[src/hdl/bas_pkg.sv]
// Shared types, codes and constants for the bridge ADC serial reader.
// No dependencies; every other file of the block refers to this package.
`default_nettype none

package bas_pkg;

    // Default converter word length in bits.
    localparam int DATA_BITS_DEF = 24;

    // Fixed widths of the result and configuration fields.
    localparam int READING_W    = 24;
    localparam int BATT_LIMIT_W = 23;
    localparam int SETUP_W      = 5;
    localparam int SETUP_MAX    = 31;
    localparam int APB_DATA_W   = 32;
    localparam int APB_ADDR_W   = 4;

    // Sequencer phase of the serial readout.
    typedef enum logic [1:0] {
        PH_IDLE,
        PH_WAIT,
        PH_HIGH,
        PH_LOW
    } t_phase;

    // Request kinds, encoded as the action field.
    typedef enum logic [1:0] {
        KIND_NONE,
        KIND_PRESSURE,
        KIND_VOLTAGE,
        KIND_SETUP
    } t_kind;

    // Pressure classification codes.
    localparam logic [1:0] CLASS_HIGH   = 2'd0;
    localparam logic [1:0] CLASS_LOW    = 2'd1;
    localparam logic [1:0] CLASS_NORMAL = 2'd2;

    // Configuration register indexes (byte address divided by four).
    localparam logic [1:0] REG_PRESS_HIGH = 2'd0;
    localparam logic [1:0] REG_PRESS_LOW  = 2'd1;
    localparam logic [1:0] REG_BATT_LOW   = 2'd2;
    localparam logic [1:0] REG_SETUP_CNT  = 2'd3;

    // Configuration register reset values.
    localparam logic [READING_W-1:0]    PRESS_HIGH_RST = 24'hFF_FFFF;
    localparam logic [READING_W-1:0]    PRESS_LOW_RST  = 24'h00_0000;
    localparam logic [BATT_LIMIT_W-1:0] BATT_LOW_RST   = 23'h00_0000;
    localparam logic [SETUP_W-1:0]      SETUP_CNT_RST  = 5'd25;

    typedef struct packed {
        logic [READING_W-1:0]    press_high_limit;
        logic [READING_W-1:0]    press_low_limit;
        logic [BATT_LIMIT_W-1:0] batt_low_limit;
        logic [SETUP_W-1:0]      setup_pulse_count;
    } t_cfg;

    typedef struct packed {
        logic                 clock_level;
        logic                 busy_res;
        logic                 done_res;
        logic [READING_W-1:0] reading;
        logic [1:0]           pressure_class;
        logic                 battery_low;
    } t_result;

endpackage

`default_nettype wire

[src/hdl/bas_if.sv]
// Valid/ready channel interfaces for the request ticks and the results.
// Depends on bas_pkg for the field widths.
`default_nettype none

interface bas_in_if;
    logic       valid;
    logic       ready;
    logic [1:0] action;
    logic       data_line;

    modport source (output valid, output action, output data_line, input ready);
    modport sink   (input valid, input action, input data_line, output ready);
endinterface

interface bas_out_if;
    logic                           valid;
    logic                           ready;
    logic                           clock_level;
    logic                           busy_res;
    logic                           done_res;
    logic [bas_pkg::READING_W-1:0]  reading;
    logic [1:0]                     pressure_class;
    logic                           battery_low;

    modport source (output valid, output clock_level, output busy_res, output done_res,
                    output reading, output pressure_class, output battery_low,
                    input ready);
    modport sink   (input valid, input clock_level, input busy_res, input done_res,
                    input reading, input pressure_class, input battery_low,
                    output ready);
endinterface

`default_nettype wire

[src/hdl/bas_cfg.sv]
// APB-style configuration registers for the bridge ADC serial reader.
// Depends on bas_pkg for register indexes, widths and reset values.
`default_nettype none

module bas_cfg (
    input  wire logic                           i_clk,
    input  wire logic                           i_rst_n,
    input  wire logic                           psel,
    input  wire logic                           penable,
    input  wire logic                           pwrite,
    input  wire logic [bas_pkg::APB_ADDR_W-1:0] paddr,
    input  wire logic [bas_pkg::APB_DATA_W-1:0] pwdata,
    output logic      [bas_pkg::APB_DATA_W-1:0] prdata,
    output logic                                pready,
    output bas_pkg::t_cfg                       o_cfg
);

    bas_pkg::t_cfg r_cfg;
    logic          wr_en;
    logic [1:0]    reg_idx;

    assign pready  = 1'b1;
    assign wr_en   = psel && penable && pwrite;
    assign reg_idx = paddr[3:2];

    always_ff @(posedge i_clk) begin
        if (!i_rst_n) begin
            r_cfg.press_high_limit  <= bas_pkg::PRESS_HIGH_RST;
            r_cfg.press_low_limit   <= bas_pkg::PRESS_LOW_RST;
            r_cfg.batt_low_limit    <= bas_pkg::BATT_LOW_RST;
            r_cfg.setup_pulse_count <= bas_pkg::SETUP_CNT_RST;
        end else if (wr_en) begin
            unique case (reg_idx)
                bas_pkg::REG_PRESS_HIGH: begin
                    r_cfg.press_high_limit <= pwdata[bas_pkg::READING_W-1:0];
                end
                bas_pkg::REG_PRESS_LOW: begin
                    r_cfg.press_low_limit <= pwdata[bas_pkg::READING_W-1:0];
                end
                bas_pkg::REG_BATT_LOW: begin
                    r_cfg.batt_low_limit <= pwdata[bas_pkg::BATT_LIMIT_W-1:0];
                end
                bas_pkg::REG_SETUP_CNT: begin
                    r_cfg.setup_pulse_count <= pwdata[bas_pkg::SETUP_W-1:0];
                end
                default: begin
                end
            endcase
        end
    end

    always_comb begin
        unique case (reg_idx)
            bas_pkg::REG_PRESS_HIGH: prdata = bas_pkg::APB_DATA_W'(r_cfg.press_high_limit);
            bas_pkg::REG_PRESS_LOW:  prdata = bas_pkg::APB_DATA_W'(r_cfg.press_low_limit);
            bas_pkg::REG_BATT_LOW:   prdata = bas_pkg::APB_DATA_W'(r_cfg.batt_low_limit);
            bas_pkg::REG_SETUP_CNT:  prdata = bas_pkg::APB_DATA_W'(r_cfg.setup_pulse_count);
            default:                 prdata = '0;
        endcase
    end

    assign o_cfg = r_cfg;

endmodule

`default_nettype wire

[src/hdl/bas_core.sv]
// Readout sequencer: phase state machine, pulse counter, shift register and
// result classification for one tick. Depends on bas_pkg.
`default_nettype none

module bas_core #(
    parameter int DATA_BITS = bas_pkg::DATA_BITS_DEF
) (
    input  wire logic       i_clk,
    input  wire logic       i_rst_n,
    input  wire logic       i_adv,
    input  wire logic [1:0] i_action,
    input  wire logic       i_data_line,
    input  wire bas_pkg::t_cfg i_cfg,
    output bas_pkg::t_result o_res
);

    // The counter must hold the longest read and the largest set-up count.
    localparam int MaxPulses = ((DATA_BITS + 2) > bas_pkg::SETUP_MAX) ?
                               (DATA_BITS + 2) : bas_pkg::SETUP_MAX;
    localparam int PW = $clog2(MaxPulses + 1);
    // Compare width covers both the word and the 24-bit limits.
    localparam int CW = (DATA_BITS > bas_pkg::READING_W) ? DATA_BITS : bas_pkg::READING_W;
    localparam logic [DATA_BITS-1:0] WordMsb = {1'b1, {(DATA_BITS-1){1'b0}}};

    bas_pkg::t_phase       r_phase, n_phase;
    bas_pkg::t_kind        r_kind, n_kind;
    logic [PW-1:0]         r_pidx, n_pidx;
    logic [DATA_BITS-1:0]  r_shift, n_shift;

    bas_pkg::t_phase       ph;
    bas_pkg::t_kind        kind;
    logic [PW-1:0]         pidx;
    logic [DATA_BITS-1:0]  shift;
    logic [PW-1:0]         total;
    logic                  finish;
    logic                  clk_lvl;
    logic [DATA_BITS-1:0]  word;
    logic [CW-1:0]         word_ext;

    always_ff @(posedge i_clk) begin
        if (!i_rst_n) begin
            r_phase <= bas_pkg::PH_IDLE;
            r_kind  <= bas_pkg::KIND_NONE;
            r_pidx  <= '0;
            r_shift <= '0;
        end else if (i_adv) begin
            r_phase <= n_phase;
            r_kind  <= n_kind;
            r_pidx  <= n_pidx;
            r_shift <= n_shift;
        end
    end

    always_comb begin
        // A request taken in idle also counts as the first wait tick.
        ph    = r_phase;
        kind  = r_kind;
        pidx  = r_pidx;
        shift = r_shift;
        if (r_phase == bas_pkg::PH_IDLE && bas_pkg::t_kind'(i_action) != bas_pkg::KIND_NONE) begin
            kind  = bas_pkg::t_kind'(i_action);
            pidx  = '0;
            shift = '0;
            ph    = bas_pkg::PH_WAIT;
        end

        unique case (kind)
            bas_pkg::KIND_PRESSURE: total = PW'(DATA_BITS + 2);
            bas_pkg::KIND_VOLTAGE:  total = PW'(DATA_BITS + 1);
            default:                total = PW'(i_cfg.setup_pulse_count);
        endcase

        n_phase = ph;
        n_kind  = kind;
        n_pidx  = pidx;
        n_shift = shift;
        finish  = 1'b0;
        clk_lvl = 1'b0;

        unique case (ph)
            bas_pkg::PH_IDLE: begin
            end
            bas_pkg::PH_WAIT: begin
                if (!i_data_line) begin
                    if (total == '0) begin
                        finish = 1'b1;
                    end else begin
                        n_phase = bas_pkg::PH_HIGH;
                    end
                end
            end
            bas_pkg::PH_HIGH: begin
                clk_lvl = 1'b1;
                n_phase = bas_pkg::PH_LOW;
            end
            bas_pkg::PH_LOW: begin
                // Data bits are sampled after the falling edge of the first pulses.
                if (pidx < PW'(DATA_BITS) && kind != bas_pkg::KIND_SETUP) begin
                    n_shift = {shift[DATA_BITS-2:0], i_data_line};
                end
                n_pidx = pidx + PW'(1);
                if (n_pidx >= total) begin
                    finish = 1'b1;
                end else begin
                    n_phase = bas_pkg::PH_HIGH;
                end
            end
            default: begin
            end
        endcase

        if (finish) begin
            n_phase = bas_pkg::PH_IDLE;
        end

        // Pressure words are offset binary; voltage words drop the sign bit.
        if (kind == bas_pkg::KIND_PRESSURE) begin
            word = n_shift ^ WordMsb;
        end else begin
            word = n_shift & ~WordMsb;
        end
        word_ext = CW'(word);

        o_res.clock_level    = clk_lvl;
        o_res.busy_res       = (n_phase != bas_pkg::PH_IDLE);
        o_res.done_res       = finish;
        o_res.reading        = '0;
        o_res.pressure_class = bas_pkg::CLASS_NORMAL;
        o_res.battery_low    = 1'b0;

        if (finish && kind == bas_pkg::KIND_PRESSURE) begin
            o_res.reading = word_ext[bas_pkg::READING_W-1:0];
            if (word_ext >= CW'(i_cfg.press_high_limit)) begin
                o_res.pressure_class = bas_pkg::CLASS_HIGH;
            end else if (word_ext <= CW'(i_cfg.press_low_limit)) begin
                o_res.pressure_class = bas_pkg::CLASS_LOW;
            end
        end else if (finish && kind == bas_pkg::KIND_VOLTAGE) begin
            o_res.reading     = word_ext[bas_pkg::READING_W-1:0];
            o_res.battery_low = (word_ext <= CW'(i_cfg.batt_low_limit));
        end
    end

    // A finished request always leaves the sequencer idle.
    a_done_idle: assert property (@(posedge i_clk) disable iff (!i_rst_n)
        i_adv && o_res.done_res |=> r_phase == bas_pkg::PH_IDLE)
        else $error("sequencer not idle after a finished request");

    // A high clock tick is always followed by the low half of the pulse.
    a_high_then_low: assert property (@(posedge i_clk) disable iff (!i_rst_n)
        i_adv && o_res.clock_level |=> r_phase == bas_pkg::PH_LOW)
        else $error("clock high tick not followed by low phase");

    // State only moves when a tick is processed.
    a_hold: assert property (@(posedge i_clk) disable iff (!i_rst_n)
        !i_adv |=> $stable(r_phase) && $stable(r_pidx) && $stable(r_shift))
        else $error("sequencer state changed without a tick");

    // The pulse counter never runs past the longest request.
    a_pidx_range: assert property (@(posedge i_clk) disable iff (!i_rst_n)
        r_pidx <= PW'(MaxPulses))
        else $error("pulse counter out of range");

endmodule

`default_nettype wire

[src/hdl/bridge_adc_serial_reader_top.sv]
// Top level of the bridge ADC serial reader: input register, sequencer,
// result register and configuration port. Depends on bas_pkg, bas_if,
// bas_cfg and bas_core.
//
// Usage: each transfer on the request channel (i_in_ch) is one half-period
// tick of the converter serial clock. It carries the sampled data line level
// and, while the block is idle, a request: pressure read, voltage read or
// mode set-up. For every tick exactly one result transfer leaves on o_res_ch,
// giving the clock level to drive during that tick, the busy flag, and on
// the tick a request finishes the done flag, the reading and its class.
// A tick is held in an input register and processed into a result register
// by one pass of short logic, and the block sustains one tick per clock
// cycle while the receiver does not stall.
// When the receiver stalls, the result register holds its transfer and the
// input register absorbs one more tick; the request channel then deasserts
// ready until the result is taken, so nothing is lost or repeated.
// Reset (synchronous, active low) empties both registers, returns the
// sequencer to idle and loads the configuration registers with their
// defaults: high limit all ones, low limits zero, 25 set-up pulses.
// The APB port is always ready; registers lie at byte addresses 0, 4, 8 and
// 12 and should be written only while no request is in flight.
`default_nettype none

module bridge_adc_serial_reader_top #(
    parameter int DATA_BITS = bas_pkg::DATA_BITS_DEF
) (
    input  wire logic                           i_clk,
    input  wire logic                           i_rst_n,
    bas_in_if.sink                              i_in_ch,
    bas_out_if.source                           o_res_ch,
    input  wire logic                           psel,
    input  wire logic                           penable,
    input  wire logic                           pwrite,
    input  wire logic [bas_pkg::APB_ADDR_W-1:0] paddr,
    input  wire logic [bas_pkg::APB_DATA_W-1:0] pwdata,
    output logic      [bas_pkg::APB_DATA_W-1:0] prdata,
    output logic                                pready
);

    bas_pkg::t_cfg    cfg;
    bas_pkg::t_result res;

    // Input register holding one accepted tick.
    logic       r_in_valid;
    logic [1:0] r_in_action;
    logic       r_in_data;

    // Result register facing the receiver.
    logic             r_out_valid;
    bas_pkg::t_result r_out;

    logic adv;
    logic in_xfer;

    // A tick is processed when the result register is free or being emptied.
    assign adv     = r_in_valid && (!r_out_valid || o_res_ch.ready);
    assign i_in_ch.ready = !r_in_valid || adv;
    assign in_xfer = i_in_ch.valid && i_in_ch.ready;

    always_ff @(posedge i_clk) begin
        if (!i_rst_n) begin
            r_in_valid <= 1'b0;
        end else if (in_xfer) begin
            r_in_valid <= 1'b1;
        end else if (adv) begin
            r_in_valid <= 1'b0;
        end
    end

    always_ff @(posedge i_clk) begin
        if (in_xfer) begin
            r_in_action <= i_in_ch.action;
            r_in_data   <= i_in_ch.data_line;
        end
    end

    always_ff @(posedge i_clk) begin
        if (!i_rst_n) begin
            r_out_valid <= 1'b0;
        end else if (adv) begin
            r_out_valid <= 1'b1;
        end else if (o_res_ch.ready) begin
            r_out_valid <= 1'b0;
        end
    end

    always_ff @(posedge i_clk) begin
        if (adv) begin
            r_out <= res;
        end
    end

    bas_cfg u_cfg (
        .i_clk   (i_clk),
        .i_rst_n (i_rst_n),
        .psel    (psel),
        .penable (penable),
        .pwrite  (pwrite),
        .paddr   (paddr),
        .pwdata  (pwdata),
        .prdata  (prdata),
        .pready  (pready),
        .o_cfg   (cfg)
    );

    bas_core #(
        .DATA_BITS (DATA_BITS)
    ) u_core (
        .i_clk       (i_clk),
        .i_rst_n     (i_rst_n),
        .i_adv       (adv),
        .i_action    (r_in_action),
        .i_data_line (r_in_data),
        .i_cfg       (cfg),
        .o_res       (res)
    );

    assign o_res_ch.valid          = r_out_valid;
    assign o_res_ch.clock_level    = r_out.clock_level;
    assign o_res_ch.busy_res       = r_out.busy_res;
    assign o_res_ch.done_res       = r_out.done_res;
    assign o_res_ch.reading        = r_out.reading;
    assign o_res_ch.pressure_class = r_out.pressure_class;
    assign o_res_ch.battery_low    = r_out.battery_low;

    // A held tick that cannot advance stays in the input register.
    a_in_hold: assert property (@(posedge i_clk) disable iff (!i_rst_n)
        r_in_valid && !adv |=> r_in_valid && $stable(r_in_action) && $stable(r_in_data))
        else $error("pending tick lost from input register");

    // Every processed tick shows up in the result register.
    a_adv_out: assert property (@(posedge i_clk) disable iff (!i_rst_n)
        adv |=> r_out_valid)
        else $error("processed tick did not produce a result");

    // No tick is processed while a stalled result still occupies the output.
    a_no_overwrite: assert property (@(posedge i_clk) disable iff (!i_rst_n)
        r_out_valid && !o_res_ch.ready |-> !adv)
        else $error("result overwritten while stalled");

endmodule

`default_nettype wire
[src/flat_wrapper.sv]
// flat-port wrapper written by rule: the top's interface ports become plain ports
module bridge_adc_serial_reader_top_flat 
#(
    parameter int DATA_BITS = bas_pkg::DATA_BITS_DEF
)
  (i_clk, i_rst_n, psel, penable, pwrite, paddr, pwdata, prdata, pready, i_in_ch_valid, i_in_ch_action, i_in_ch_data_line, i_in_ch_ready, o_res_ch_valid, o_res_ch_clock_level, o_res_ch_busy_res, o_res_ch_done_res, o_res_ch_reading, o_res_ch_pressure_class, o_res_ch_battery_low, o_res_ch_ready);
  bas_in_if i_in_ch_i ();
  bas_out_if o_res_ch_i ();
  input  wire logic i_clk;
  input  wire logic i_rst_n;
  input  wire logic psel;
  input  wire logic penable;
  input  wire logic pwrite;
  input  wire logic [bas_pkg::APB_ADDR_W-1:0] paddr;
  input  wire logic [bas_pkg::APB_DATA_W-1:0] pwdata;
  output logic      [bas_pkg::APB_DATA_W-1:0] prdata;
  output logic pready;
  input wire logic [$bits(i_in_ch_i.valid)-1:0] i_in_ch_valid;
  input wire logic [$bits(i_in_ch_i.action)-1:0] i_in_ch_action;
  input wire logic [$bits(i_in_ch_i.data_line)-1:0] i_in_ch_data_line;
  output wire logic [$bits(i_in_ch_i.ready)-1:0] i_in_ch_ready;
  output wire logic [$bits(o_res_ch_i.valid)-1:0] o_res_ch_valid;
  output wire logic [$bits(o_res_ch_i.clock_level)-1:0] o_res_ch_clock_level;
  output wire logic [$bits(o_res_ch_i.busy_res)-1:0] o_res_ch_busy_res;
  output wire logic [$bits(o_res_ch_i.done_res)-1:0] o_res_ch_done_res;
  output wire logic [$bits(o_res_ch_i.reading)-1:0] o_res_ch_reading;
  output wire logic [$bits(o_res_ch_i.pressure_class)-1:0] o_res_ch_pressure_class;
  output wire logic [$bits(o_res_ch_i.battery_low)-1:0] o_res_ch_battery_low;
  input wire logic [$bits(o_res_ch_i.ready)-1:0] o_res_ch_ready;
  assign i_in_ch_i.valid = i_in_ch_valid;
  assign i_in_ch_i.action = i_in_ch_action;
  assign i_in_ch_i.data_line = i_in_ch_data_line;
  assign i_in_ch_ready = i_in_ch_i.ready;
  assign o_res_ch_valid = o_res_ch_i.valid;
  assign o_res_ch_clock_level = o_res_ch_i.clock_level;
  assign o_res_ch_busy_res = o_res_ch_i.busy_res;
  assign o_res_ch_done_res = o_res_ch_i.done_res;
  assign o_res_ch_reading = o_res_ch_i.reading;
  assign o_res_ch_pressure_class = o_res_ch_i.pressure_class;
  assign o_res_ch_battery_low = o_res_ch_i.battery_low;
  assign o_res_ch_i.ready = o_res_ch_ready;
  bridge_adc_serial_reader_top #(.DATA_BITS(DATA_BITS)) u_core (.i_clk(i_clk), .i_rst_n(i_rst_n), .i_in_ch(i_in_ch_i), .o_res_ch(o_res_ch_i), .psel(psel), .penable(penable), .pwrite(pwrite), .paddr(paddr), .pwdata(pwdata), .prdata(prdata), .pready(pready));
endmodule
[config.mk]
export PLATFORM = sky130hd
export DESIGN_NAME = bridge_adc_serial_reader_top_flat
export DESIGN_NICKNAME = d
export VERILOG_FILES = /design/src/hdl/bas_pkg.sv /design/src/hdl/bas_if.sv /design/src/hdl/bas_cfg.sv /design/src/hdl/bas_core.sv /design/src/hdl/bridge_adc_serial_reader_top.sv /design/src/flat_wrapper.sv
export SDC_FILE = /design/constraint.sdc
export NUM_CORES = 1
export LEC_CHECK = 0
export ABC_AREA = 1
export BUFFER_PORTS_ARGS = -buffer_cell sky130_fd_sc_hd__buf_4
export CAP_MARGIN = 20
export CORE_UTILIZATION = 57
export CTS_BUF_LIST = sky130_fd_sc_hd__clkbuf_4
export CTS_CLUSTER_SIZE = 20
export DETAILED_ROUTE_END_ITERATION = 10
export HOLD_SLACK_MARGIN = 0.12
export PLACE_DENSITY_LB_ADDON = 0.2
export SLEW_MARGIN = 20
export SYNTH_ARGS = -nofsm -noshare
export SYNTH_HDL_FRONTEND = slang
export SYNTH_SLANG_ARGS = --single-unit
[constraint.sdc]
create_clock -name i_clk -period 10.4 [get_ports i_clk]
set_input_delay 1.56 -clock i_clk [delete_from_list [all_inputs] [get_ports i_clk]]
set_output_delay 1.56 -clock i_clk [all_outputs]
set_load 0.01 [all_outputs]
# Yosys cells after proc, flatten, opt, wreduce, memory -nomap -nowiden
# Cells that the tools add are included.
# op_classes
bitwise_logic	3
muxes	28
add_sub_neg	1
reduce_logical	25
magnitude_cmp	5
eq_ne	9
# op_table
op	count
two-way mux 24 bit	6
one-hot mux 32 bit (4 select lines)	1
greater-or-equal comparator 24 bit	1
less-or-equal comparator 24 x 23 -> 1 bit	1
less-or-equal comparator 24 bit	1
two-way mux 2 bit	8
equality test 2 bit (second input constant)	5
two-way mux 5 bit	2
one-hot mux 5 bit (2 select lines)	1
logical AND 1 bit	8
two-way mux 1 bit	8
AND reduction 2 bit	4
nonzero test 2 bit	4
equality test 2 x 1 -> 1 bit (second input constant)	3
one-hot mux 2 bit (3 select lines)	1
adder 5 x 1 -> 5 bit (second input constant)	1
greater-or-equal comparator 5 bit	1
zero test 5 bit	1
less-than comparator 5 bit (second input constant)	1
zero test 2 bit	2
OR reduction 2 bit	2
inverter 1 bit	3
zero test 1 bit	2
logical OR 1 bit	2
2 further kinds	2
# word_totals
regBits	144
input_bits	46
output_inout_bits	65
word_cells	90

# Longest topological paths before layout
# Gate-level depths: netlist (run 1).
# depth
word_depth	12
depth_mapped	26
depth_no_buf	24

# Modules after synthesis
# From an unflattened synthesis (run 1), not the netlist that was laid out.
# hier_totals
hier_cells	1262
hier_area_um2	8812.2
# modules_own_cells
module	seq_area_each_um2	area_per_inst_um2	n_inst	cells_each
bas_core	660.6	4189.0	1	678
bas_cfg	1521.5	3537.1	1	538
bridge_adc_serial_reader_top	1031.0	1086.0	1	46

# Least setup slack after synthesis (run 1)
# No wires, ideal clock.
# synth_path
path_kind	input port to output port
startpoint	input paddr[2] (netlist name)
endpoint	output prdata[13] (netlist name)
slack_ns	6.411
required_time_ns	8.840
t_arrival_ns	2.429
path_buffers	2
stages	5
path_cell_list	inv_1 nand2_1 clkbuf_1 clkbuf_1 o221ai_1
# synth_between
elab_chain_len	2
word_cells_on_any_way	5
cone_classes	eq/ne: 3; mux: 1; reduce/logical: 1
# synth_rtl
element	line_no	source
start, declared	flat_wrapper.sv:14	input wire logic [bas_pkg::APB_ADDR_W-1:0] paddr;
equality test 2 bit (tied with other cells)	bas_cfg.sv:53	unique case (reg_idx)
one-hot mux 32 bit (4 select lines) *	bas_cfg.sv:53	
end, declared	flat_wrapper.sv:16	output logic [bas_pkg::APB_DATA_W-1:0] prdata;
# Every way passes the cells marked *; elsewhere a longest branch is shown, timed or not. The select of a mux whose other input is x is not followed.

# Worst setup path in the final report (run 1)
# layout_path
startpoint	input paddr[2] (netlist name)
endpoint	output prdata[4] (netlist name)
# The elaborated chain is that of the path after synthesis.

==> flow_metrics.py, run 1 <==
metrics = {
    "synth": {
        "yosysUniqueCellTypes": 45,
        "syn-cell-area_um2": 8080,
        "avgSynthCellArea_um2": 7.68,
        "synth_area_leaders": "dfxtp_1 (27%), edfxtp_1 (12%), ha_1 (12%)",
        "ys_seq_area_share_pct": 39.7,
        "async_flop_share_pct": 0,
        "ys.flop_type": "dfxtp_1",
        "ys_warn_count": 0,
        "synth_top_area_share_pct": 27.5,
        "postSynthCellCount": 1052,
        "synth-edff-count": 33,
        "yosysTopAreaCell": "dfxtp_1",
        "ys_seq_elements": 144,
    },
    "power_and_ir_drop": {
        "internal_power_mw": 0.871,
        "power.density_nw_per_um2": 135,
        "power_frac_seq_pct": 49.0,
        "swShare_pct": 29.1,
        "p_leak_nw": 4.31,
        "ir_worst_vdd_uv": 78.1,
        "power.switching_mw": 0.358,
        "share_comb_of_total_power_pct": 19.0,
        "p_clk_share_pct": 32.0,
    },
    "die": {
        "rows": 43,
        "die_w_um": 121,
        "core_area_um2": 13900,
        "num_io_pins": 111,
        "die-area_um2": 14700,
        "start_util_pct": 58.2,
        "dieHeight_um": 121,
    },
    "clock_network": {
        "cts_hold_buf": 0,
        "cts_root_buffer": "clkbuf_4",
        "cts.sinks": 144,
        "postCtsSetupBuffers": 0,
        "cts-resized-gates": 0,
        "cts_buffers": 17,
        "cts_tree": "done",
        "ctsHtreeMaxLevel": 4,
        "clock_latency_ns": 0.56,
        "clk_pin_slew_worst_paths_ns": 0.11,
        "cts.path.max_buffers": 2,
    },
    "worst_setup_path": {
        "crit_start": "paddr[2]",
        "path_class": "in2out",
        "reg2reg_from": "u_core.r_in_action[1]$_DFFE_PP_",
        "start_kind": "input pin",
        "endpoint": "prdata[4]",
        "crit_fanout": 21,
        "setup.worst_path.end_class": "output port",
        "rr_endpoint": "u_core.o_res_ch.pressure_class[1]$_SDFFCE_PN1P_",
        "arrival_ns": 3.31,
        "required_ns": 8.84,
        "reg2reg_slack_ns": 5.89,
        "reg2reg_depth": 22,
    },
    "final_layout": {
        "num-nets-final": 1241,
        "area.growth.synth_to_final_pct": 12.7,
        "multi_input_area_um2": 3900,
        "drive_above_1_share_pct": 13.6,
        "register_area_um2": 3210,
        "mostFrequentLayoutCell": "inv_1",
        "final_cell_mix": "inv_1 (187), nand2_1 (138), a21oi_1 (113)",
        "fin_area_um2": 9110,
        "fill_cells": 1267,
    },
    "timing": {
        "min_period_ns": 4.87,
        "worst_pin_slew_ns": 0.978,
        "fin_setup_tns_ns": 0,
        "fmax_mhz": 205,
        "final-hold-violation-count": 0,
        "finalClockSkew_ns": 0.0156,
        "drv_slew": 0,
        "maxSlewHeadroom_pct": 34.7,
        "fin_crit_sh_pct": 46.9,
        "rsz0062_at_grt": "no",
        "setup_viol": 0,
    },
    "min_path": {
        "hp-class": "reg2reg",
    },
    "grt": {
        "grt_max_degree": 87,
        "grt_pass1_wl_um": 31000,
        "grt_pass1_vias": 6434,
        "gr-total-overflow": 0,
        "grt_usage_pct": 27.2,
        "antenna_found_initial": 1,
    },
    "detailed_routing": {
        "drc": 0,
        "vias": 7045,
        "drt_iter0_drc": 567,
        "wire_per_inst_um": 14.3,
        "drt_pass1_iterations": 5,
        "ant_nets": 0,
        "wirelength_um": 18800,
        "via_per_inst": 5.37,
    },
    "placed_design": {
        "dpl-instance-area_um2": 8800,
        "dpl.hpwl_um": 13600,
        "gp_congestion": 0.881,
        "port_buffers": 91,
    },
    "job": {
        "maxCapViolations": 0,
    },
    "run_status": {
        "outcome": "finished clean",
    },
}
==> synth_stat cells (2+ instances only) <==
cell,number
buf_1,5
buf_2,7
clkinv_1,3
o211ai_1,30
nand3b_1,2
ha_1,76
a31oi_1,5
nor2_2,2
nand3_1,16
nand2_1,138
o21ai_1,39
clkbuf_1,32
inv_1,187
a211oi_1,3
nor2_4,3
o221ai_1,18
inv_2,3
edfxtp_1,33
a21oi_2,2
o21ai_0,112
o21ai_2,2
a21oi_1,113
buf_4,9
conb_1,2
nand3_2,2
nand4_1,6
buf_6,2
nor2_1,66
dfxtp_1,111
nand2_2,8
==> stage by stage <==
step | std cells | setup slack (ns) | hold WS [ns] | power (mW) | util, %
final | 1313 | 5.53 | 0.457 | 1.23 | 65.7
after detailed placement | 1280 | 5.59 | 0.437 | 0.845 | 63.4
after CTS | 1312 | 5.58 | 0.455 | 1.23 | 65.6
after global routing | 1313 | 5.40 | 0.478 | 1.29 | 65.7
after floorplan | 1059 | 6.41 | 0.412 | 0.773 | -
after global placement | 1280 | 5.57 | 0.422 | 0.840 | 63.4
==> area by class of cell <==
cell class	count	area share, %
inverters	194	8.05
well taps	180	2.47
repair buffers	97	7.99
multi-input cells	665	42.8
flip-flops and latches	144	35.3
clock inverters	13	1.88
diodes	1	0.0275
clock buffers	19	1.57
==> how the worst min path moves through the flow <==
stage	from	end	slack (ns)	cells after the start
6_report	u_core.u_core.r_pidx[0]$_SDFFE_PN0P_	u_core.u_core.r_pidx[0]$_SDFFE_PN0P_	0.46	1
4_1_cts	u_core.u_core.r_pidx[0]$_SDFFE_PN0P_	u_core.u_core.r_pidx[0]$_SDFFE_PN0P_	0.45	1
5_1_grt	u_core.u_core.r_pidx[0]$_SDFFE_PN0P_	u_core.u_core.r_pidx[0]$_SDFFE_PN0P_	0.48	1
3_5_place_dp	u_core.u_core.r_pidx[0]$_SDFFE_PN0P_	u_core.u_core.r_pidx[0]$_SDFFE_PN0P_	0.44	1
2_1_floorplan	u_core.u_core.r_pidx[0]$_SDFFE_PN0P_	u_core.u_core.r_pidx[0]$_SDFFE_PN0P_	0.41	1
3_3_place_gp	u_core.u_core.r_pidx[0]$_SDFFE_PN0P_	u_core.u_core.r_pidx[0]$_SDFFE_PN0P_	0.42	1
==> per-layer routing <==
metal	track usage [%]	share of wire [%]
met4	9.88	2.0
met3	5.22	5.7
met5	0	0
met1	37.4	48
met2	42.5	44
==> power groups by stage <==
stage	clock network (mW)	logic (mW)	registers, mW
after floorplan	0	0.157	0.616
after global placement	0	0.226	0.614
after detailed placement	0	0.231	0.615
after CTS	0.399	0.233	0.602
after global routing	0.423	0.267	0.605
final	0.394	0.233	0.602
==> critical path, cell delays in order <==
cell	delay [ns]
buf_4	0.09
inv_1	0.04
nand2_1	0.70
inv_1	0.20
nand2_1	0.10
o21ai_0	0.11
a21oi_1	0.13
o21ai_0	0.15
buf_4	0.22
==> flip-flops by register name, indices dropped and copies added, names as in the netlist <==
signal,flops
u_core.u_core.r_kind,2
u_core.r_in_action,2
u_core.u_core.r_shift,24
u_core.r_in_valid,1
u_core.o_res_ch.done_res,1
u_core.o_res_ch.pressure_class,2
u_core.o_res_ch.battery_low,1
u_core.o_res_ch.valid,1
u_core.o_res_ch.reading,24
u_core.r_in_data,1
u_core.u_core.r_pidx,5
u_core.o_res_ch.busy_res,1
u_core.u_cfg.o_cfg,76
u_core.o_res_ch.clock_level,1
u_core.u_core.r_phase,2
==> cell families (layout without fill, tap and decap cells) <==
| group | Yosys count | in the layout | share of synthesized area (%) |
|---|---|---|---|
| other cells | 2 | 10 | 0.0929 |
| simple gates | 249 | 249 | 13.1 |
| compound gates | 329 | 329 | 22.7 |
| flops | 144 | 144 | 39.7 |
| buf+inv | 250 | 323 | 12.4 |
| fa+ha+maj | 76 | 76 | 11.8 |
| xor+xnor | 2 | 2 | 0.217 |
Power figures use the tool's default switching activity.
==> inputs of run 2 (changes only) <==
ABC_AREA = 0   (was 1)
clock period = 4.6 ns   (was 10.4 ns; I/O delays follow)
==> run 2 against run 1 <==
  * Count of clock-buffer cells in the layout shrank 2
  * Clock skew grew 0.0030 ns
  * Register-to-register slack lost 5.6 ns
  * Global-route usage grew 1.2 points
  * Sequential share of layout area shrank 1.2 points
  * Critical endpoint is now u_core.o_res_ch.battery_low$_SDFFCE_PP0P_
  * Die area grew 3.3%
  * Cell area grew 3.5%
  * Hold slack lost 0.16 ns
  * Synthesized cell count shrank 7.4%
  * Sequential power grew 120%
  * Final cell count shrank 5.9%
  * Core utilization grew 1.3 points
==> flow_metrics.py, run 2 <==
metrics = {
    "timing": {
        "setup_viol": 0,
        "whs_ns": 0.295,
        "fin_setup_tns_ns": 0,
        "finalClockSkew_ns": 0.0186,
        "min_period_ns": 4.29,
        "drv_slew": 0,
        "fin_crit_sh_pct": 93.2,
        "rsz0062_at_grt": "no",
        "worst_pin_slew_ns": 1.07,
        "final-hold-violation-count": 0,
        "fmax_mhz": 233,
        "maxSlewHeadroom_pct": 28.6,
    },
    "final_layout": {
        "area.growth.synth_to_final_pct": 12.9,
        "num-nets-final": 1165,
        "fill_cells": 1235,
        "mostFrequentLayoutCell": "nand2_1",
        "fin_util_pct": 66.9,
        "multi_input_area_um2": 4530,
        "num_antenna_cells": 0,
        "fin_area_um2": 9440,
        "largest_reg_flops": 76,
        "register_area_um2": 3210,
        "drive_above_1_share_pct": 15.2,
        "final_cell_mix": "nand2_1 (188), dfxtp_1 (111), buf_4 (104)",
    },
    "worst_setup_path": {
        "arrival_ns": 4.73,
        "cp_slowest_cell": "dfxtp_1",
        "path_cells": "nor2_2, nand2_1, a21boi_0, inv_1, ha_1, a21oi_2, nand2_4, and3_1, a21oi_1, inv_1, ha_1, a211oi_1, o21ai_0, a21oi_1, o21ai_1, a2111oi_2, o2111a_1",
        "cp_top_family": "compound AO/OA/AOI/OAI gates",
        "setup.worst_path.end_class": "flop",
        "crit_start": "u_core.u_core.r_phase[1]$_SDFFE_PN0P_",
        "max_stage_delay_ns": 0.52,
        "path_class": "reg2reg",
        "required_ns": 5.04,
        "start_kind": "flop",
        "reg2reg_from": "u_core.u_core.r_phase[1]$_SDFFE_PN0P_",
        "cp.buffers_inverters": 2,
        "crit_fanout": 25,
    },
    "synth": {
        "synthSimpleGateAreaFrac_pct": 17.2,
        "synth_top_family_by_area": "compound AO/OA/AOI/OAI gates",
        "synth-edff-count": 33,
        "synth_compound_area_share_pct": 19.8,
        "ys_seq_elements": 144,
        "synth_area_leaders": "dfxtp_1 (27%), edfxtp_1 (12%), ha_1 (11%)",
        "post-synth-top-count-cell": "nand2_1",
        "yosysTopAreaCell": "dfxtp_1",
        "ys_seq_area_share_pct": 38.4,
        "syn-cell-area_um2": 8360,
        "postSynthCellCount": 974,
        "synth_top_area_share_pct": 26.6,
        "ys.flop_type": "dfxtp_1",
        "synth_xor_area_share_pct": 0.629,
        "avgSynthCellArea_um2": 8.58,
        "async_flop_share_pct": 0,
        "ys_warn_count": 0,
        "synthMuxAreaShare_pct": 4.60,
        "yosysUniqueCellTypes": 66,
        "synth_fa_ha_area_share_pct": 11.4,
        "synth_common_cells": "nand2_1 (188), dfxtp_1 (111), inv_1 (98)",
    },
    "detailed_routing": {
        "via_per_inst": 5.74,
        "drc": 0,
        "vias": 7092,
        "wire_per_inst_um": 16.6,
        "wirelength_um": 20500,
        "drt_iter0_drc": 604,
        "ant_nets": 0,
        "drt_pass1_iterations": 5,
    },
    "min_path": {
        "hp-class": "in2reg",
        "hp-start": "i_in_ch_action[1]",
    },
    "placed_design": {
        "dpl-instance-area_um2": 9130,
        "port_buffers": 91,
        "gp_congestion": 0.888,
        "dpl.hpwl_um": 14100,
    },
    "power_and_ir_drop": {
        "power_mw": 2.65,
        "ir_worst_vdd_uv": 214,
        "power.density_nw_per_um2": 281,
        "p_leak_nw": 4.45,
    },
    "clock_network": {
        "cts_buffers": 17,
        "cts.sinks": 144,
        "cts-resized-gates": 0,
        "cts_hold_buf": 0,
        "cts_tree": "done",
        "clk_pin_slew_worst_paths_ns": 0.13,
        "ctsHtreeMaxLevel": 4,
        "clock_latency_ns": 0.57,
        "cts.path.max_buffers": 2,
        "postCtsSetupBuffers": 0,
        "cts_root_buffer": "clkbuf_4",
    },
    "grt": {
        "grt_pass1_wl_um": 33100,
        "antenna_found_initial": 0,
        "grt_usage_pct": 28.5,
        "grt_max_degree": 112,
        "gr-total-overflow": 0,
        "grt_pass1_vias": 6628,
    },
    "die": {
        "rows": 43,
        "dieHeight_um": 123,
        "core_area_um2": 14100,
        "start_util_pct": 59.3,
        "die-area_um2": 15200,
        "num_io_pins": 111,
        "die_w_um": 123,
    },
    "job": {
        "maxCapViolations": 0,
    },
    "run_status": {
        "outcome": "finished clean",
    },
}
run 2: per-layer routing:
layer | global-route usage (%) | vias to the layer above | wire length, µm
li1 | - | 3501 | -
met1 | 37.2 | 3355 | 9230
met2 | 47.4 | 196 | 9850
met3 | 5.58 | 40 | 1020
met4 | 9.11 | 0 | 392
met5 | 0 | - | 0
run 2: logic make-up after synthesis:
kind of cell               after synthesis
and+or+nand+nor                        321
AOI/OAI and AO/OA                      233
buffers and inverters                  160
DFF                                    144
adders and majority gates               76
muxes                                   32
xor gates and xnor gates                 6
other                                    2
run 2: cell type report:
class,count,share of cell area [%]
multi-input combinational,677,48.0
clock buffer,17,1.35
tap,180,2.39
timing repair buffer,105,8.49
sequential,144,34.0
inverter,98,3.90
clock inverter,15,1.87
run 2: path summary, 6_finish.rpt:
path | end | slack (ns) | depth (start not counted)
worst max-delay path | u_core.o_res_ch.battery_low$_SDFFCE_PP0P_ | 0.31 | 17
worst min-delay path | u_core.r_in_action[1]$_DFFE_PP_ | 0.29 | 1
worst max register to register | u_core.o_res_ch.battery_low$_SDFFCE_PP0P_ | 0.31 | 17
worst min register to register | u_core.u_cfg.o_cfg[16]$_SDFFE_PN0P_ | 0.49 | 2
run 2: power by group:
part	switching, mW	total, mW	internal (mW)
logic	0.247	0.431	0.185
clock network	0.526	0.867	0.341
registers	0.0245	1.35	1.33
run 2: stage by stage:
stage,instances,worst slack (ns)
finish,1236,0.314
global route,1236,0.0698
CTS,1236,0.284
detailed placement,1204,0.340
global placement,1204,0.443
floorplan,981,0.861
==> inputs of run 3 (changes only) <==
--- a/config.mk
+++ b/config.mk
@@ -13,4 +13,5 @@
 export CTS_CLUSTER_SIZE = 20
 export DETAILED_ROUTE_END_ITERATION = 10
+export GPL_TIMING_DRIVEN = 0
 export HOLD_SLACK_MARGIN = 0.12
 export PLACE_DENSITY_LB_ADDON = 0.2
==> constraint.sdc (replaced) <==
create_clock -name i_clk -period 4.6 [get_ports i_clk]
set_input_delay 0.92 -clock i_clk [delete_from_list [all_inputs] [get_ports i_clk]]
set_output_delay 0.92 -clock i_clk [all_outputs]
set_load 0.01 [all_outputs]
==> run 3 against run 2 <==
  * Count of clock-buffer cells in the layout grew 2
  * Critical path depth grew 1
  * Sequential power about the same
  * Die area did not move
  * Global-route usage is 2.1 points higher
  * Register-to-register slack worse by 0.05 ns
  * Sequential cell count stayed put
  * Routed wire length rose by 8.7%
  * Non-clock buffer count grew 48
  * First-iteration DRC count increased by 5.6%
  * Clock skew rose by 0.0042 ns
  * Critical path type unchanged
  * Critical endpoint is now u_core.o_res_ch.pressure_class[1]$_SDFFCE_PN1P_
==> flow_metrics.py, run 3 (synthesis gave the netlist of run 2 again) <==
metrics = {
    "clock_network": {
        "ctsHtreeMaxLevel": 4,
        "clk_pin_slew_worst_paths_ns": 0.11,
        "cts_tree": "done",
        "cts_root_buffer": "clkbuf_4",
        "cts.sinks": 144,
        "clock_latency_ns": 0.59,
        "cts_hold_buf": 0,
        "cts_buffers": 17,
        "cts.path.max_buffers": 2,
    },
    "min_path": {
        "hp-class": "reg2reg",
    },
    "timing": {
        "final-hold-violation-count": 0,
        "setup_viol": 0,
        "fmax_mhz": 231,
        "worst_pin_slew_ns": 0.971,
        "min_period_ns": 4.34,
        "drv_slew": 0,
        "fin_crit_sh_pct": 94.3,
        "whs_ns": 0.489,
        "maxSlewHeadroom_pct": 34.7,
        "fin_setup_tns_ns": 0,
        "rsz0062_at_grt": "no",
        "finalClockSkew_ns": 0.0228,
    },
    "worst_setup_path": {
        "crit_fanout": 10,
        "cp.buffers_inverters": 4,
        "path_class": "reg2reg",
        "max_stage_delay_ns": 0.40,
        "setup.worst_path.end_class": "flop",
        "required_ns": 4.97,
        "cp_top_family": "compound AO/OA/AOI/OAI gates",
        "arrival_ns": 4.71,
        "cp_slowest_cell": "a221oi_2",
        "path_cells": "buf_4, nor2_2, nand2_1, a21boi_2, inv_1, ha_1, a21oi_2, nand2_4, clkbuf_1, and3_1, a21oi_1, inv_1, ha_1, a41oi_1, o21ai_0, a221oi_2, o22ai_1, o311ai_1",
        "start_kind": "flop",
    },
    "grt": {
        "grt_pass1_vias": 6936,
        "antenna_found_initial": 0,
        "grt_max_degree": 26,
        "grt_pass1_wl_um": 35000,
        "gr-total-overflow": 0,
        "grt_usage_pct": 30.6,
    },
    "placed_design": {
        "port_buffers": 89,
        "gp_congestion": 0.963,
        "dpl.hpwl_um": 16700,
    },
    "final_layout": {
        "fill_cells": 1198,
        "mostFrequentLayoutCell": "nand2_1",
        "drive_above_1_share_pct": 15.4,
        "num-nets-final": 1213,
        "final_cell_mix": "nand2_1 (188), dfxtp_1 (111), buf_4 (100)",
        "num_antenna_cells": 0,
        "area.growth.synth_to_final_pct": 15.7,
        "largest_reg_flops": 76,
    },
    "die": {
        "dieHeight_um": 123,
        "num_io_pins": 111,
        "die-area_um2": 15200,
        "start_util_pct": 59.3,
        "rows": 43,
        "die_w_um": 123,
        "core_area_um2": 14100,
    },
    "detailed_routing": {
        "vias": 7428,
        "via_per_inst": 5.79,
        "wire_per_inst_um": 17.3,
        "ant_nets": 0,
        "drc": 0,
        "drt_iter0_drc": 638,
        "drt_pass1_iterations": 6,
        "wirelength_um": 22300,
    },
    "run_status": {
        "outcome": "finished clean",
    },
    "power_and_ir_drop": {
        "power.density_nw_per_um2": 274,
        "ir_worst_vdd_uv": 211,
        "p_leak_nw": 4.53,
    },
    "job": {
        "maxCapViolations": 0,
    },
}
-- run 3: cell types whose count changed in the layout (fill, tap and decap cells not counted), sizes merged --
cell | previous run | this run
clkinvlp | 1 | 3
clkbuf | 17 | 65
clkinv | 6 | 5
buf | 105 | 107
inv | 104 | 101
-- run 3: report_power, final --
part | total [mW] | switching (mW) | leakage [nW] | internal, mW
registers | 1.35 | 0.0228 | 1.21 | 1.33
clock network | 0.823 | 0.489 | 0.147 | 0.334
logic | 0.475 | 0.273 | 3.17 | 0.202
-- run 3: path summary, 6_finish.rpt --
check	start	endpoint	slack, ns	cells after the start
worst max-delay path	u_core.u_core.r_phase[0]$_SDFFE_PN0P_	u_core.o_res_ch.pressure_class[1]$_SDFFCE_PN1P_	0.26	18
worst min-delay path	u_core.u_cfg.o_cfg[25]$_SDFFE_PN0P_	u_core.u_cfg.o_cfg[25]$_SDFFE_PN0P_	0.49	2
worst max register to register	u_core.u_core.r_phase[0]$_SDFFE_PN0P_	u_core.o_res_ch.pressure_class[1]$_SDFFCE_PN1P_	0.26	18
worst min register to register	u_core.u_cfg.o_cfg[25]$_SDFFE_PN0P_	u_core.u_cfg.o_cfg[25]$_SDFFE_PN0P_	0.49	2
-- run 3: layout make-up --
class                           instances  area [µm²]  area share (%)
Sequential cell                       144        3210            33.2
Clock inverter                         13         136            1.41
Tap cell                              180         225            2.33
Inverter                               98         368            3.80
Multi-Input combinational cell        677        4590            47.5
Timing Repair Buffer                   91         703            7.27
Clock buffer                           19         143            1.48
Buffer                                 62         293            3.03
-- run 3: routing by layer --
layer | global-route usage, % | share of wire (%) | up-vias
met4 | 12.1 | 2.5 | 0
met1 | 40.2 | 43 | 3523
li1 | - | - | 3582
met5 | 0 | 0 | -
met2 | 49.6 | 47 | 278
met3 | 5.67 | 6.6 | 45
-- run 3: worst min-delay path: stages (launching register included) --
cell      delay, ns
dfxtp_1        0.34
nand2_1        0.05
a21boi_0       0.06
-- run 3: stage by stage --
step                      power, mW  util, %  area [µm²]  std cells  worst slack (ns)
after floorplan                1.66        -        8380        981             0.861
after global placement         1.81     65.8        9280       1250            -0.465
after detailed placement       1.82     66.0        9310       1251            -0.538
after CTS                      2.63     68.1        9600       1283            0.0455
after global routing           2.76     68.6        9670       1284            0.0232
final                          2.65     68.6        9670       1284             0.264
-- run 3: what timing repair did --
action                                  CTS  global route
buffers inserted                          0             1
pin swaps                                 0             1
resized for setup                         5            14
endpoints found under the setup margin    3             3
